--- config.mk ---
export PLATFORM = sky130hd
export DESIGN_NAME = glob_wildcard_matcher_core
export DESIGN_NICKNAME = d
export VERILOG_FILES = /design/src/hdl/gwm_pkg.sv /design/src/hdl/gwm_cfg.sv /design/src/hdl/gwm_cell.sv /design/src/hdl/glob_wildcard_matcher_core.sv
export SDC_FILE = /design/constraint.sdc
export NUM_CORES = 1
export LEC_CHECK = 0
export ABC_CLOCK_PERIOD_IN_PS = 3300
export BUFFER_PORTS_ARGS = -buffer_cell sky130_fd_sc_hd__buf_2
export CAP_MARGIN = 20
export CORE_MARGIN = 2
export CORE_UTILIZATION = 45
export CTS_CLUSTER_DIAMETER = 60
export CTS_CLUSTER_SIZE = 40
export DETAILED_ROUTE_END_ITERATION = 10
export PLACE_DENSITY = 0.74
export SYNTH_ARGS = -nofsm -noshare
export SYNTH_HDL_FRONTEND = slang
export SYNTH_SLANG_ARGS = --single-unit
--- constraint.sdc ---
create_clock -name clk_i -period 3.3 [get_ports clk_i]
set_input_delay 0.66 -clock clk_i [delete_from_list [all_inputs] [get_ports clk_i]]
set_output_delay 0.66 -clock clk_i [all_outputs]
set_load 0.01 [all_outputs]
--- src/hdl/gwm_pkg.sv ---
// Shared types, constants and helpers for the glob wildcard matcher.
// No dependencies; every other file in hdl/ imports this package.
package gwm_pkg;

  // longest pattern held and number of automaton positions (one past the end)
  localparam int MAX_PATTERN = 32;
  localparam int NPOS        = MAX_PATTERN + 1;
  localparam int POS_W       = $clog2(NPOS);

  // configuration port
  localparam int CFG_DATA_W = 64;
  localparam int CFG_IDX_W  = 3;
  localparam int LEN_W      = 6;
  localparam int NUM_WORDS  = 4;
  localparam int CHARS_HELD = NUM_WORDS * 8;

  localparam logic [CFG_IDX_W-1:0] REG_CHARS_0 = 3'd0;
  localparam logic [CFG_IDX_W-1:0] REG_CHARS_1 = 3'd1;
  localparam logic [CFG_IDX_W-1:0] REG_CHARS_2 = 3'd2;
  localparam logic [CFG_IDX_W-1:0] REG_CHARS_3 = 3'd3;
  localparam logic [CFG_IDX_W-1:0] REG_LENGTH  = 3'd4;

  // special pattern characters
  localparam logic [7:0] CHAR_STAR  = 8'h2A;
  localparam logic [7:0] CHAR_QMARK = 8'h3F;
  localparam logic [7:0] CHAR_UC_A  = 8'h41;
  localparam logic [7:0] CHAR_UC_Z  = 8'h5A;
  localparam logic [7:0] CASE_DIFF  = 8'h20;

  // input transaction
  typedef struct packed {
    logic [7:0] subject_byte;
    logic       end_of_subject;
    logic       empty_subject;
  } in_t;

  // output transaction
  typedef struct packed {
    logic matched;
    logic final_verdict;
  } out_t;

  // decoded pattern info for one position
  typedef struct packed {
    logic [7:0] char_fold;
    logic       star;
    logic       qmark;
    logic       in_len;
    logic       keep;
  } pat_pos_t;

  // per-cycle control broadcast to every cell
  typedef struct packed {
    logic s1_load;
    logic commit;
    logic use_s1;
    logic sel_start;
    logic empty;
  } cell_ctl_t;

  // ascii lower-casing
  function automatic logic [7:0] fold(input logic [7:0] c);
    logic [7:0] r;
    r = c;
    if (c >= CHAR_UC_A && c <= CHAR_UC_Z) begin
      r = c + CASE_DIFF;
    end
    return r;
  endfunction

endpackage

--- src/hdl/gwm_cfg.sv ---
// Pattern configuration registers and per-position pattern decode.
// Depends on gwm_pkg.
module gwm_cfg (
  input  logic                              clk_i,
  input  logic                              rst_ni,
  input  logic                              cfg_we_i,
  input  logic [gwm_pkg::CFG_IDX_W-1:0]     cfg_index_i,
  input  logic [gwm_pkg::CFG_DATA_W-1:0]    cfg_wdata_i,
  output gwm_pkg::pat_pos_t                 pat_o [gwm_pkg::NPOS],
  output logic [gwm_pkg::POS_W-1:0]         eff_len_o
);
  import gwm_pkg::*;

  logic [CFG_DATA_W-1:0] chars_q [NUM_WORDS];
  logic [LEN_W-1:0]      len_q;

  // register writes, unknown indexes ignored
  always_ff @(posedge clk_i or negedge rst_ni) begin
    if (!rst_ni) begin
      for (int w = 0; w < NUM_WORDS; w++) begin
        chars_q[w] <= '0;
      end
      len_q <= '0;
    end else if (cfg_we_i) begin
      unique case (cfg_index_i)
        REG_CHARS_0: chars_q[0] <= cfg_wdata_i;
        REG_CHARS_1: chars_q[1] <= cfg_wdata_i;
        REG_CHARS_2: chars_q[2] <= cfg_wdata_i;
        REG_CHARS_3: chars_q[3] <= cfg_wdata_i;
        REG_LENGTH:  len_q      <= cfg_wdata_i[LEN_W-1:0];
        default: ;
      endcase
    end
  end

  // clamp length to the positions held
  always_comb begin
    if (32'(len_q) > 32'(MAX_PATTERN)) begin
      eff_len_o = POS_W'(MAX_PATTERN);
    end else begin
      eff_len_o = POS_W'(len_q);
    end
  end

  // decode each position; characters past the held ones read as zero
  for (genvar i = 0; i < NPOS; i++) begin : g_pos
    logic [7:0] ch;
    if (i < CHARS_HELD && i < MAX_PATTERN) begin : g_held
      assign ch = chars_q[i / 8][(i % 8) * 8 +: 8];
    end else begin : g_zero
      assign ch = 8'h00;
    end
    assign pat_o[i].char_fold = fold(ch);
    assign pat_o[i].star      = (ch == CHAR_STAR);
    assign pat_o[i].qmark     = (ch == CHAR_QMARK);
    assign pat_o[i].in_len    = (32'(i) <  32'(eff_len_o));
    assign pat_o[i].keep      = (32'(i) <= 32'(eff_len_o));
  end

endmodule

--- src/hdl/gwm_cell.sv ---
// One pattern position of the matcher: holds its active bit for the pending
// transaction and the committed state. Depends on gwm_pkg.
module gwm_cell (
  input  logic                 clk_i,
  input  gwm_pkg::cell_ctl_t   ctl_i,
  input  gwm_pkg::pat_pos_t    pat_i,
  input  logic [7:0]           subj_fold_i,
  input  logic                 start_i,
  input  logic                 cur_cin_i,
  output logic                 cur_cout_o,
  input  logic                 tok_i,
  output logic                 tok_o,
  input  logic                 cl_cin_i,
  output logic                 cl_cout_o,
  output logic                 cl_o
);
  import gwm_pkg::*;

  logic raw_q, raw_d;
  logic act_q;
  logic star_eff, src, cur, hit;

  assign star_eff = pat_i.star & pat_i.in_len;

  // active bit before the byte: start, pending result or committed state
  always_comb begin
    if (ctl_i.sel_start) begin
      src = start_i;
    end else if (ctl_i.use_s1) begin
      src = raw_q;
    end else begin
      src = act_q;
    end
  end

  // closure across stars, rippling in from the left neighbor
  assign cur        = (src & pat_i.keep) | cur_cin_i;
  assign cur_cout_o = cur & star_eff;

  // consume the byte: a literal or '?' hands a token to the right
  assign hit   = pat_i.qmark | (pat_i.char_fold == subj_fold_i);
  assign tok_o = cur & pat_i.in_len & ~pat_i.star & hit;

  // raw next bit: a star stays, a token arrives from the left; an empty subject loads the start bit
  assign raw_d = ctl_i.empty ? start_i : ((cur & star_eff) | tok_i);

  // second closure on the pending bit for the result
  assign cl_o      = raw_q | cl_cin_i;
  assign cl_cout_o = cl_o & star_eff;

  // pending bit and committed state
  always_ff @(posedge clk_i) begin
    if (ctl_i.s1_load) begin
      raw_q <= raw_d;
    end
    if (ctl_i.commit) begin
      act_q <= cl_o;
    end
  end

endmodule

--- src/hdl/glob_wildcard_matcher_core.sv ---
// Top level of the glob wildcard matcher: cell row, control and output register.
// Depends on gwm_pkg, gwm_cfg and gwm_cell.

// Case-insensitive glob matcher ('*' any run, '?' any one character) over a
// subject streamed one byte per transaction. It takes one byte every clock
// while the output is not stalled and returns one result per byte, formed
// from the pending stage and held in an output register that decouples the
// two sides. Each byte passes a row of 33 cells, one per pattern position;
// the star closure ripples through that row once when the byte enters and
// once when its result is formed, and that ripple sets the clock
// period. Write the pattern registers only while no transaction is in flight.
module glob_wildcard_matcher_core (
  input  logic                            clk_i,
  input  logic                            rst_ni,
  input  logic                            in_valid_i,
  output logic                            in_ready_o,
  input  gwm_pkg::in_t                    in_data_i,
  output logic                            out_valid_o,
  input  logic                            out_ready_i,
  output gwm_pkg::out_t                   out_data_o,
  input  logic                            cfg_we_i,
  input  logic [gwm_pkg::CFG_IDX_W-1:0]   cfg_index_i,
  input  logic [gwm_pkg::CFG_DATA_W-1:0]  cfg_wdata_i
);
  import gwm_pkg::*;

  pat_pos_t         pat   [NPOS];
  logic [POS_W-1:0] eff_len;
  cell_ctl_t        ctl;
  logic [7:0]       subj_fold;
  logic [NPOS:0]    cur_c, tok_c, cl_c;
  logic [NPOS-1:0]  cl_vec;

  logic s1_valid_q, s1_valid_d, s1_last_q, s1_last_d;
  logic start_q, start_d;
  logic out_valid_q, out_valid_d;
  out_t out_q, out_d;
  logic in_acc, s1_move;

  // configuration
  gwm_cfg u_cfg (
    .clk_i       (clk_i),
    .rst_ni      (rst_ni),
    .cfg_we_i    (cfg_we_i),
    .cfg_index_i (cfg_index_i),
    .cfg_wdata_i (cfg_wdata_i),
    .pat_o       (pat),
    .eff_len_o   (eff_len)
  );

  // handshake
  assign s1_move    = s1_valid_q & (~out_valid_q | out_ready_i);
  assign in_ready_o = ~s1_valid_q | s1_move;
  assign in_acc     = in_valid_i & in_ready_o;
  assign subj_fold  = fold(in_data_i.subject_byte);

  // control broadcast to the cells
  assign ctl.s1_load   = in_acc;
  assign ctl.commit    = s1_move;
  assign ctl.use_s1    = s1_valid_q;
  assign ctl.sel_start = s1_valid_q ? s1_last_q : start_q;
  assign ctl.empty     = in_data_i.empty_subject;

  // row of position cells
  assign cur_c[0] = 1'b0;
  assign tok_c[0] = 1'b0;
  assign cl_c[0]  = 1'b0;
  for (genvar i = 0; i < NPOS; i++) begin : g_cell
    gwm_cell u_cell (
      .clk_i       (clk_i),
      .ctl_i       (ctl),
      .pat_i       (pat[i]),
      .subj_fold_i (subj_fold),
      .start_i     (i == 0),
      .cur_cin_i   (cur_c[i]),
      .cur_cout_o  (cur_c[i+1]),
      .tok_i       (tok_c[i]),
      .tok_o       (tok_c[i+1]),
      .cl_cin_i    (cl_c[i]),
      .cl_cout_o   (cl_c[i+1]),
      .cl_o        (cl_vec[i])
    );
  end

  // next-state logic for control and the output register
  always_comb begin
    s1_valid_d  = in_acc | (s1_valid_q & ~s1_move);
    s1_last_d   = s1_last_q;
    start_d     = start_q;
    out_valid_d = s1_move | (out_valid_q & ~out_ready_i);
    out_d       = out_q;
    if (in_acc) begin
      s1_last_d = in_data_i.end_of_subject | in_data_i.empty_subject;
    end
    if (s1_move) begin
      start_d             = s1_last_q;
      out_d.matched       = cl_vec[eff_len];
      out_d.final_verdict = s1_last_q;
    end
  end

  // control registers
  always_ff @(posedge clk_i or negedge rst_ni) begin
    if (!rst_ni) begin
      s1_valid_q  <= 1'b0;
      s1_last_q   <= 1'b0;
      start_q     <= 1'b1;
      out_valid_q <= 1'b0;
    end else begin
      s1_valid_q  <= s1_valid_d;
      s1_last_q   <= s1_last_d;
      start_q     <= start_d;
      out_valid_q <= out_valid_d;
    end
  end

  // result payload
  always_ff @(posedge clk_i) begin
    out_q <= out_d;
  end

  assign out_valid_o = out_valid_q;
  assign out_data_o  = out_q;

  // nothing ripples past the last position
  a_no_overflow: assert property (@(posedge clk_i) disable iff (!rst_ni)
    !cur_c[NPOS] && !tok_c[NPOS] && !cl_c[NPOS])
    else $error("closure or token ran past the last position");

  // a transaction leaving the pending stage shows up at the output
  a_move_to_out: assert property (@(posedge clk_i) disable iff (!rst_ni)
    s1_move |=> out_valid_o)
    else $error("pending transaction lost on its way to the output");

  // ending a subject returns the automaton to the start
  a_restart: assert property (@(posedge clk_i) disable iff (!rst_ni)
    (s1_move && s1_last_q) |=> start_q)
    else $error("state not restarted after end of subject");

  // final verdict on the output matches the pending end flag
  a_final_flag: assert property (@(posedge clk_i) disable iff (!rst_ni)
    s1_move |=> (out_data_o.final_verdict == $past(s1_last_q)))
    else $error("final verdict does not follow the end flag");

endmodule

==> metrics, run 1 <==
post-place instance area=26,200 µm²; min cycle time layout=between 3000 and 4000 ps; CTS tree=built; share of power burned in combinational logic=0.376; share of cells above drive strength 1=0.401; number of synthesized flops with an enable pin=67; H-tree depth=2; largest net degree at the start of global routing=96; post-synth top area cell=dfrtp_1; Synth top area share=0.309; CTS Buf Count=35; Psw=between 5 and 6 mW; failing checks=negative setup slack; Post-DRT Antenna Nets=0; final worst slack=-220 ps; drt initial violations=around 1,500; status=finished, violations left; Setup violations, final=18; CTS max path bufs=3; Vias=between 20,000 and 25,000; final worst-path cycle share=1.07; endpoints failing hold=0; cts hold-fix bufs=0; die height=~220 µm; mapped cell area=about 21,000 µm²; synthesized flop and latch total=333; VDD IR max=0.504 mV; Pre-Repair DR Iteration Count=5; All-Layer GR Usage=0.310; remaining global-route overflow=0; LEAKAGE=~12 nW; GPL Wtd Cong=1.04; Synth Warn #=0; Seq pwr share=0.349; design area=~29,000 µm²; clock-pin slew on the worst setup and hold paths=~80 ps; die width=222 µm; hpwl dp=between 50,000 and 60,000 µm; Clk pwr share=0.276; clock sinks=around 330; sw frac=0.347; max_slew headroom=0.251; die area=49,400 µm²; Post-Route WL=77,600 µm; Clock Tree Root=clkbuf_16; crit path DAT=between 3000 and 4000 ps; reg2reg start=u_cfg.chars_q[214]; initial antenna violation count=0; Slew @ Worst Pin=1110 ps; register area=slightly below 9000 µm²; commonest cells in the netlist=dfrtp_1, mux2_2, xor2_1; Final Total Pwr=16.3 mW; worst r2r dst=g_cell[17].u_cell.raw_q; asr flop ratio synth=0.799; hold crit path type=input port to async pin; Primary FF master, synth=dfrtp_1; Slew Limit Fails=0; I/O Pins=between 80 and 90; PD cells=approximately 570 nW/µm²; Port Buf Inserts=85; hold slack=approximately 140 ps; antenna fix cells=0; CP max FO=2; area of the multi-input gates=~13,000 µm²; syn_nets=approximately 2,300; Filler cells=between 3,000 and 4,000; CORE AREA=47,400 µm²; Worst-Skew Late Latency=~570 ps; wire per inst=23.2 µm; Cells after Synth=approximately 2,100; Max-Cap Viols=0; critical path launch point type=flip-flop; clock skew=about 24 ps; Cell Rows=80; Area contributors post-synth=dfrtp_1, mux2_2, edfxtp_1; Nets=around 2,800; Netlist cell types=90; RSZ-0062 raised after global routing=true; Area growth syn-to-layout=33.4%; Fmax=about 0.28 GHz; first-pass GRT wire length=roughly 120,000 µm; initial core utilization=0.452; most common cell in the netlist=dfrtp_1; Mapped Avg Cell Area=10.0 µm²; DR vias/cell=roughly 6.0; Critical Path RT=3710 ps; DR DRC count=0; Setup CP Type=flip-flop to flip-flop; reg2reg setup slack=-220 ps; setup_tns=-2000 ps; Int Pwr=around 11 mW; endpoint class of the critical path=flip-flop; reg2reg path depth=14; post-synthesis sequential area ratio=0.404; number of global-route vias before repair=around 20,000
==> worst max-delay path, stage by stage, from the launching register on <==
cell	delay, ps
dfrtp_1	380
or3b_4	410
or3_4	410
a2111o_1	420
and2_4	180
a211oi_4	300
buf_4	190
o21bai_4	60
a31oi_1	200
buf_4	150
buf_4	100
o211ai_1	80
a21oi_2	230
o21ai_2	100
a21oi_1	130
==> placed cells by master (no fill, tap or decap), drive strengths merged, types with 51 or more instances in the layout <==
cell / Yosys / routed
buf: 38 / 613
dfrtp: 265 / 265
mux2: 261 / 261
xor2: 156 / 156
nor2: 148 / 148
a21oi: 135 / 135
nand2: 118 / 118
nor3: 111 / 111
xnor2: 100 / 100
o21ai: 89 / 89
edfxtp: 67 / 67
inv: 57 / 61
nand4: 51 / 51
==> power groups by stage <==
stage,Sequential [mW],Clock [mW],Combinational [mW]
3_5_place_dp,5.71,0,5.64
3_3_place_gp,5.65,0,5.43
2_1_floorplan,5.82,0,2.89
4_1_cts,5.63,4.55,5.88
5_1_grt,5.77,4.68,6.58
6_report,5.67,4.48,6.11
==> cell families (layout without fill, tap and decap cells) <==
family,Yosys count,in the layout,synth area share
AND/OR/NAND/NOR,642,642,0.157
AO/OA/AOI/OAI,445,445,0.139
flip-flops,333,333,0.404
multiplexers,285,285,0.148
XOR/XNOR,256,256,0.105
buffers and inverters,145,734,0.0276
adder cells (fa/ha/maj),33,33,0.0192
==> repair_timing <==
action / in CTS / in global routing
resized for setup: 105 / 67
setup buffers: 30 / 16
setup endpoints to repair: 34 / 28
endpoints found under the hold margin: 0 / 0
gates cloned: 0 / 1
pin swaps: 61 / 51
==> cell type report <==
type,count,share of cell area
clock buffer,43,0.0349
clock inverter,20,0.0104
inverter,57,0.00747
multi-input combinational,1661,0.453
sequential,333,0.303
tap,615,0.0269
timing repair buffer,614,0.164
==> worst max path at each step <==
stage	depth (start not counted)	to	startpoint	slack, ps
after floorplan	13	g_cell[31].u_cell.raw_q	in_data_i[2]	-20
after global placement	12	g_cell[31].u_cell.raw_q	u_cfg.len_q[2]	-870
after detailed placement	12	g_cell[31].u_cell.raw_q	u_cfg.len_q[2]	-910
after CTS	12	g_cell[30].u_cell.raw_q	u_cfg.chars_q[215]	-310
final	14	g_cell[17].u_cell.raw_q	u_cfg.chars_q[214]	-220
after global routing	14	g_cell[30].u_cell.raw_q	u_cfg.len_q[4]	-310
==> flip-flops by register name (all words and copies together) (netlist names) <==
register / cells
out_valid_o: 1
g_cell.u_cell.raw_q: 33
s1_valid_q: 1
g_cell.u_cell.act_q: 32
out_data_o: 2
s1_last_q: 1
u_cfg.len_q: 6
start_q: 1
u_cfg.chars_q: 256
==> per-layer routing <==
metal / wire (µm) / vias up / GRT usage
li1: - / 9069 / -
met1: 31300 / 9947 / 0.398
met2: 36900 / 849 / 0.519
met3: 5940 / 218 / 0.0557
met4: 3440 / 0 / 0.124
met5: 0 / - / 0
==> stage by stage <==
step / utilization / setup slack, ps / std cells
final: 0.603 / -220 / 3343
after global placement: 0.553 / -866 / 3241
after floorplan: - / -21.3 / 2139
after global routing: 0.603 / -308 / 3343
after CTS: 0.594 / -313 / 3330
after detailed placement: 0.553 / -913 / 3241
Power figures use the tool's default switching activity.
==> inputs of run 2 (changes only) <==
CTS_BUF_LIST = sky130_fd_sc_hd__clkbuf_2 sky130_fd_sc_hd__clkbuf_4 sky130_fd_sc_hd__clkbuf_8   (was default)
CTS_CLUSTER_DIAMETER = default   (was 60)
==> metrics, run 2 (synthesis results as in run 1) <==
status=finished, violations left; failing checks=negative setup slack; Pre-Repair DR Iteration Count=7 (+2); antenna fix cells=0 (unchanged); crit path DAT=4140 ps (+210 ps); Vias=20,300 (+1.1%); Slew Limit Fails=0 (unchanged); DR vias/cell=5.99 (-0.32%); clock skew=32.9 ps (+8.74 ps); largest net degree at the start of global routing=96 (unchanged); GPL Wtd Cong=1.04 (unchanged); commonest non-fill, non-tap cell in the layout=buf_4; Placed Instances=3,241 (unchanged); Biggest register=u_cfg.chars_q; Clock Tree Root=clkbuf_8; first-pass GRT wire length=119,000 µm (-0.28%); Max-Cap Viols=0 (unchanged); die height=222 µm (unchanged); Util after Layout=0.603 (-0.000791); clock-pin slew on the worst setup and hold paths=60 ps (-20 ps); Setup CP Type=flip-flop to flip-flop; Area growth syn-to-layout=33.2%; die width=222 µm (unchanged); Worst-Skew Late Latency=680 ps (+110 ps); Port Buf Inserts=85 (unchanged); hold crit path type=input port to async pin; WP buf/inv=5 (+2); Post-DRT Antenna Nets=0 (unchanged); Fmax=0.277 GHz (-2.4%); Cell Rows=80 (unchanged); clock sinks=333 (unchanged); initial core utilization=0.452 (unchanged); share of cells above drive strength 1=0.412 (+0.0106); endpoint class of the critical path=flip-flop; commonest non-fill, non-tap cells in the layout=buf_4, dfrtp_1, mux2_2; Setup violations, final=22 (+4); max_slew headroom=0.324 (+0.0732); hpwl dp=57,100 µm (unchanged); CP delay by family, top=compound AO/OA/AOI/OAI gates; RSZ-0062 raised after global routing=true; setup_tns=-3960 ps (-1960 ps); VDD IR max=0.491 mV (-2.7%); CORE AREA=47,400 µm² (unchanged); final worst-path cycle share=1.09 (+0.0261); crit-path cells=or3_1, nor4_1, buf_4, buf_4, o2111ai_2, a21o_1, buf_4, buf_4, nand2b_1, nand2_1, buf_4, o21ai_0, o21ai_0, a31oi_1, a311oi_1, nand4_1; PD cells=559 nW/µm² (-1.6%); number of global-route vias before repair=20,400 (+0.29%); min cycle time layout=3610 ps (+86.2 ps); LEAKAGE=11.9 nW (+0.54%); CTS tree=built; CP max FO=3 (+1); wire per inst=22.8 µm (-1.5%); I/O Pins=86 (unchanged); die area=49,400 µm² (unchanged); CTS max path bufs=3 (unchanged); Final Total Pwr=16.0 mW (-1.7%); Critical Path RT=3830 ps (+120 ps); drt initial violations=1,504 (+2.5%); CTS Buf Count=60 (+71%); final worst slack=-307 ps (-86.2 ps); DR DRC count=0 (unchanged); initial antenna violation count=2 (+2); slowest cell on the critical path=or3_1; Nets=2,842 (+0.89%); leading registers by flop count=u_cfg.chars_q (256), g_cell.u_cell.raw_q (33), g_cell.u_cell.act_q (32); Critical Path Max Stage Delay=420 ps (about the same); remaining global-route overflow=0 (unchanged); Most Frequent Cell on Critical Path=buf_4; non-filler instance count after layout=3,389 (+1.4%); Post-Route WL=77,400 µm (-0.17%); endpoints failing hold=0 (unchanged); H-tree depth=2 (unchanged); Slew @ Worst Pin=1010 ps (-109 ps); critical path launch point type=flip-flop; All-Layer GR Usage=0.309 (-0.000895); max reg flops=256 (unchanged)
[run 2: cell types whose count changed in the layout (fill, tap and decap cells not counted), moves of 4 or more]
| cell | previous run | this run |
|---|---|---|
| clkbuf_16 | 39 | 0 |
| a21oi_2 | 15 | 19 |
| a21oi_1 | 116 | 112 |
| clkbuf_4 | 0 | 25 |
| bufinv_16 | 5 | 1 |
| clkbuf_8 | 3 | 77 |
[run 2: worst paths after layout]
kind / depth (start not counted) / endpoint / from / slack, ps
max: 16 / out_data_o[1] / u_cfg.chars_q[192] / -310
min: 1 / u_cfg.chars_q[11] / rst_ni / 10
max reg2reg: 16 / out_data_o[1] / u_cfg.chars_q[192] / -310
min reg2reg: 2 / out_valid_o / out_valid_o / 550
max in group asynchronous: 2 / u_cfg.chars_q[48] / rst_ni / 2340
min in group clk_i: 2 / s1_valid_q / in_valid_i / 250
[run 2: routing by layer]
layer  part of all wire  wire length, µm  vias up  global-route usage
li1                   -                -     9124                   -
met1               0.41            31900    10100               0.404
met2               0.48            36800      837               0.516
met3              0.071             5490      200              0.0428
met4              0.041             3170        4               0.129
met5            0.00037               29        -                   0
[run 2: per-stage QoR]
stage	hold slack (ps)	area (µm²)	setup WS (ps)
after floorplan	364	21500	-21.3
after detailed placement	536	26200	-913
after global placement	511	26200	-866
after CTS	55.1	28100	-286
final	13.5	28600	-307
after global routing	80.9	28600	-354
[run 2: area by class of cell]
type	count	area (µm²)
Fill cell	3960	18900
Inverter	57	214
Timing Repair Buffer	614	4670
Clock inverter	7	62.6
Tap cell	615	769
Clock buffer	102	1250
Sequential cell	333	8670
Multi-Input combinational cell	1661	13000
[run 2: timing repair]
item | in CTS | in global routing
gates resized for setup | 91 | 78
hold buffers | 0 | 0
pin swaps | 48 | 39
endpoints found under the setup margin | 34 | 30
setup buffers | 19 | 23
[run 2: report_power, final]
group | leakage, nW | switching (mW) | total [mW] | internal (mW)
sequential | 3.85 | 0.676 | 5.67 | 4.99
combinational | 7.37 | 3.06 | 6.07 | 3.00
clock | 0.702 | 1.82 | 4.26 | 2.44
total | 11.9 | 5.56 | 16.0 | 10.4
==> inputs of run 3 (changes only) <==
ABC_CLOCK_PERIOD_IN_PS = default   (was 3300)
CORE_UTILIZATION = 59   (was 45)
PLACE_DENSITY = 0.9   (was 0.74)
==> metrics, run 3 (synthesis results as in run 1) <==
final worst slack=-286 ps (+20.2 ps); endpoint class of the critical path=flip-flop; Critical Path RT=3840 ps (about the same); Pre-Repair DR Iteration Count=6 (-1); reg2reg start=u_cfg.chars_q[170]; VDD IR max=0.642 mV (+31%); CP max FO=4 (+1); hold crit path type=input port to flip-flop; die width=195 µm (-12%); LEAKAGE=11.7 nW (-1.4%); endpoints failing hold=0 (unchanged); post-place instance area=26,000 µm² (-0.92%); commonest non-fill, non-tap cell in the layout=buf_4; wire per inst=26.2 µm (+15%); failing checks=negative setup slack; share of cells above drive strength 1=0.405 (-0.00739); DR DRC count=0 (unchanged); Post-DRT Antenna Nets=0 (unchanged); hold worst-path end=out_valid_o; WL met3=8340 µm (+52%); Port Buf Inserts=85 (unchanged); hpwl dp=60,600 µm (+6.1%); Critical Path Max Stage Delay=590 ps (+170 ps); Post-Route WL=84,200 µm (+8.7%); setup_tns=-1770 ps (+2190 ps); CORE AREA=35,700 µm² (-25%); non-filler instance count after layout=3,215 (-5.1%); H-tree depth=2 (unchanged); CTS tree=built; remaining global-route overflow=0 (unchanged); die area=37,900 µm² (-23%); leading registers by flop count=u_cfg.chars_q (256), g_cell.u_cell.raw_q (33), g_cell.u_cell.act_q (32); Most Frequent Cell on Critical Path=buf_4; DR top layer=met4; Slew Limit Fails=0 (unchanged); status=finished, violations left; Setup violations, final=14 (-36%); Worst-Skew Late Latency=680 ps (about the same); Clock Tree Root=clkbuf_8; die height=195 µm (-12%); routed length on met2=38,600 µm (+4.9%); Vias=21,400 (+5.3%); hold slack=277 ps (+264 ps); largest net degree at the start of global routing=87 (-9.4%); first-pass GRT wire length=127,000 µm (+6.9%); drt initial violations=2,225 (+48%); design area=28,200 µm² (-1.5%); clock-pin slew on the worst setup and hold paths=70 ps (about the same); CTS max path bufs=3 (unchanged); clock skew=27.9 ps (-4.98 ps); Slew @ Worst Pin=1050 ps (+47.9 ps); PD cells=573 nW/µm² (+2.3%); Setup CP Type=flip-flop to flip-flop; I/O Pins=86 (unchanged); Worst Hold Depth=3; clock sinks=333 (unchanged); crit-path cells=or3_4, or4_4, nor3_4, buf_4, nand3_2, a211oi_4, nor2_2, o31ai_1, buf_4, o21ai_0, o211ai_1, a31oi_1, nand4_1; Biggest register=u_cfg.chars_q; Fmax=0.279 GHz (+0.56%); Cell Rows=69 (-14%); critical path launch point type=flip-flop; Worst Setup SP=u_cfg.chars_q[170]; Placed Instances=3,081 (-4.9%); max reg flops=256 (unchanged); crit path DAT=4130 ps (about the same); initial core utilization=0.602 (+0.150); HP Start=out_ready_i; final worst-path cycle share=1.09 (-0.00613); CTS Buf Count=57 (-5.0%); number of global-route vias before repair=22,000 (+8.0%); DR vias/cell=6.65 (+11%); Area growth syn-to-layout=31.3%; Nets=2,824 (-0.63%); reg2reg path depth=13 (-3); reg2reg setup slack=-290 ps (+20 ps); RSZ-0062 raised after global routing=true; max_slew headroom=0.291 (-0.0333); slowest cell on the critical path=or4_4; Final Total Pwr=16.1 mW (+0.83%); metal1 wirelength=30,900 µm (-3.2%); commonest non-fill, non-tap cells in the layout=buf_4, mux2_2, dfrtp_1; GPL Wtd Cong=1.03 (-1.3%); initial antenna violation count=0 (-2); All-Layer GR Usage=0.440 (+0.131); min cycle time layout=3590 ps (-20.2 ps); Max-Cap Viols=0 (unchanged); worst r2r dst=out_data_o[1]
==> run 3: cell count changes in the layout (fill, tap and decap cells not counted), moves of 3 or more <==
cell / previous run / this run
buf_4: 494 / 480
buf_6: 20 / 15
a21oi_1: 112 / 116
clkbuf_4: 25 / 21
nor3_1: 100 / 104
a21oi_2: 19 / 16
nor3_2: 8 / 5
==> run 3: worst max-delay path by stage <==
stage          cells past startpoint                 endpoint
2_1_floorplan                     13  g_cell[31].u_cell.raw_q
3_3_place_gp                      16  g_cell[19].u_cell.raw_q
3_5_place_dp                      12  g_cell[19].u_cell.raw_q
4_1_cts                           13            out_data_o[1]
5_1_grt                           15            out_data_o[1]
6_report                          13            out_data_o[1]
==> run 3: area by class of cell <==
| type | count | area (µm²) |
|---|---|---|
| antenna | 1 | 2.50 |
| clock buffer | 96 | 1200 |
| clock inverter | 7 | 62.6 |
| fill | 2130 | 7490 |
| inverter | 57 | 216 |
| multi-input combinational | 1661 | 12900 |
| sequential | 333 | 8680 |
| tap | 461 | 577 |
| timing repair buffer | 599 | 4560 |
==> run 3: timing repair <==
| item | in CTS | in global routing |
|---|---|---|
| pin swaps | 43 | 45 |
| endpoints found under the hold margin | 17 | 0 |
| hold buffers | 1 | 0 |
| setup endpoints to repair | 37 | 31 |
| buffers inserted | 18 | 16 |
| resized for setup | 98 | 64 |
==> run 3: power breakdown <==
group / internal, mW / leakage [nW] / total, mW / switching, mW
Clock: 2.34 / 0.672 / 4.16 / 1.82
Sequential: 4.99 / 3.85 / 5.73 / 0.740
Combinational: 2.97 / 7.23 / 6.23 / 3.26
Total: 10.3 / 11.7 / 16.1 / 5.82
==> run 3: layer usage <==
metal | vias to the layer above | GRT usage
met5 | - | 0
met4 | 0 | 0.274
met3 | 503 | 0.0913
met2 | 1444 | 0.712
met1 | 10300 | 0.541
li1 | 9101 | -
==> run 3: stage by stage <==
stage          utilization  worst slack, ps
2_1_floorplan            -            -21.3
3_3_place_gp         0.729             -673
3_5_place_dp         0.729             -586
4_1_cts              0.779             -177
5_1_grt              0.790             -391
6_report             0.790             -286
==> run 3: worst max-delay path: cells and delay by family, from the launching register on <==
| family | cells | cell delay (ps) |
|---|---|---|
| and+or+nand+nor | 6 | 1580 |
| buffers and inverters | 2 | 320 |
| AOI/OAI and AO/OA | 5 | 1130 |
| DFF | 1 | 410 |
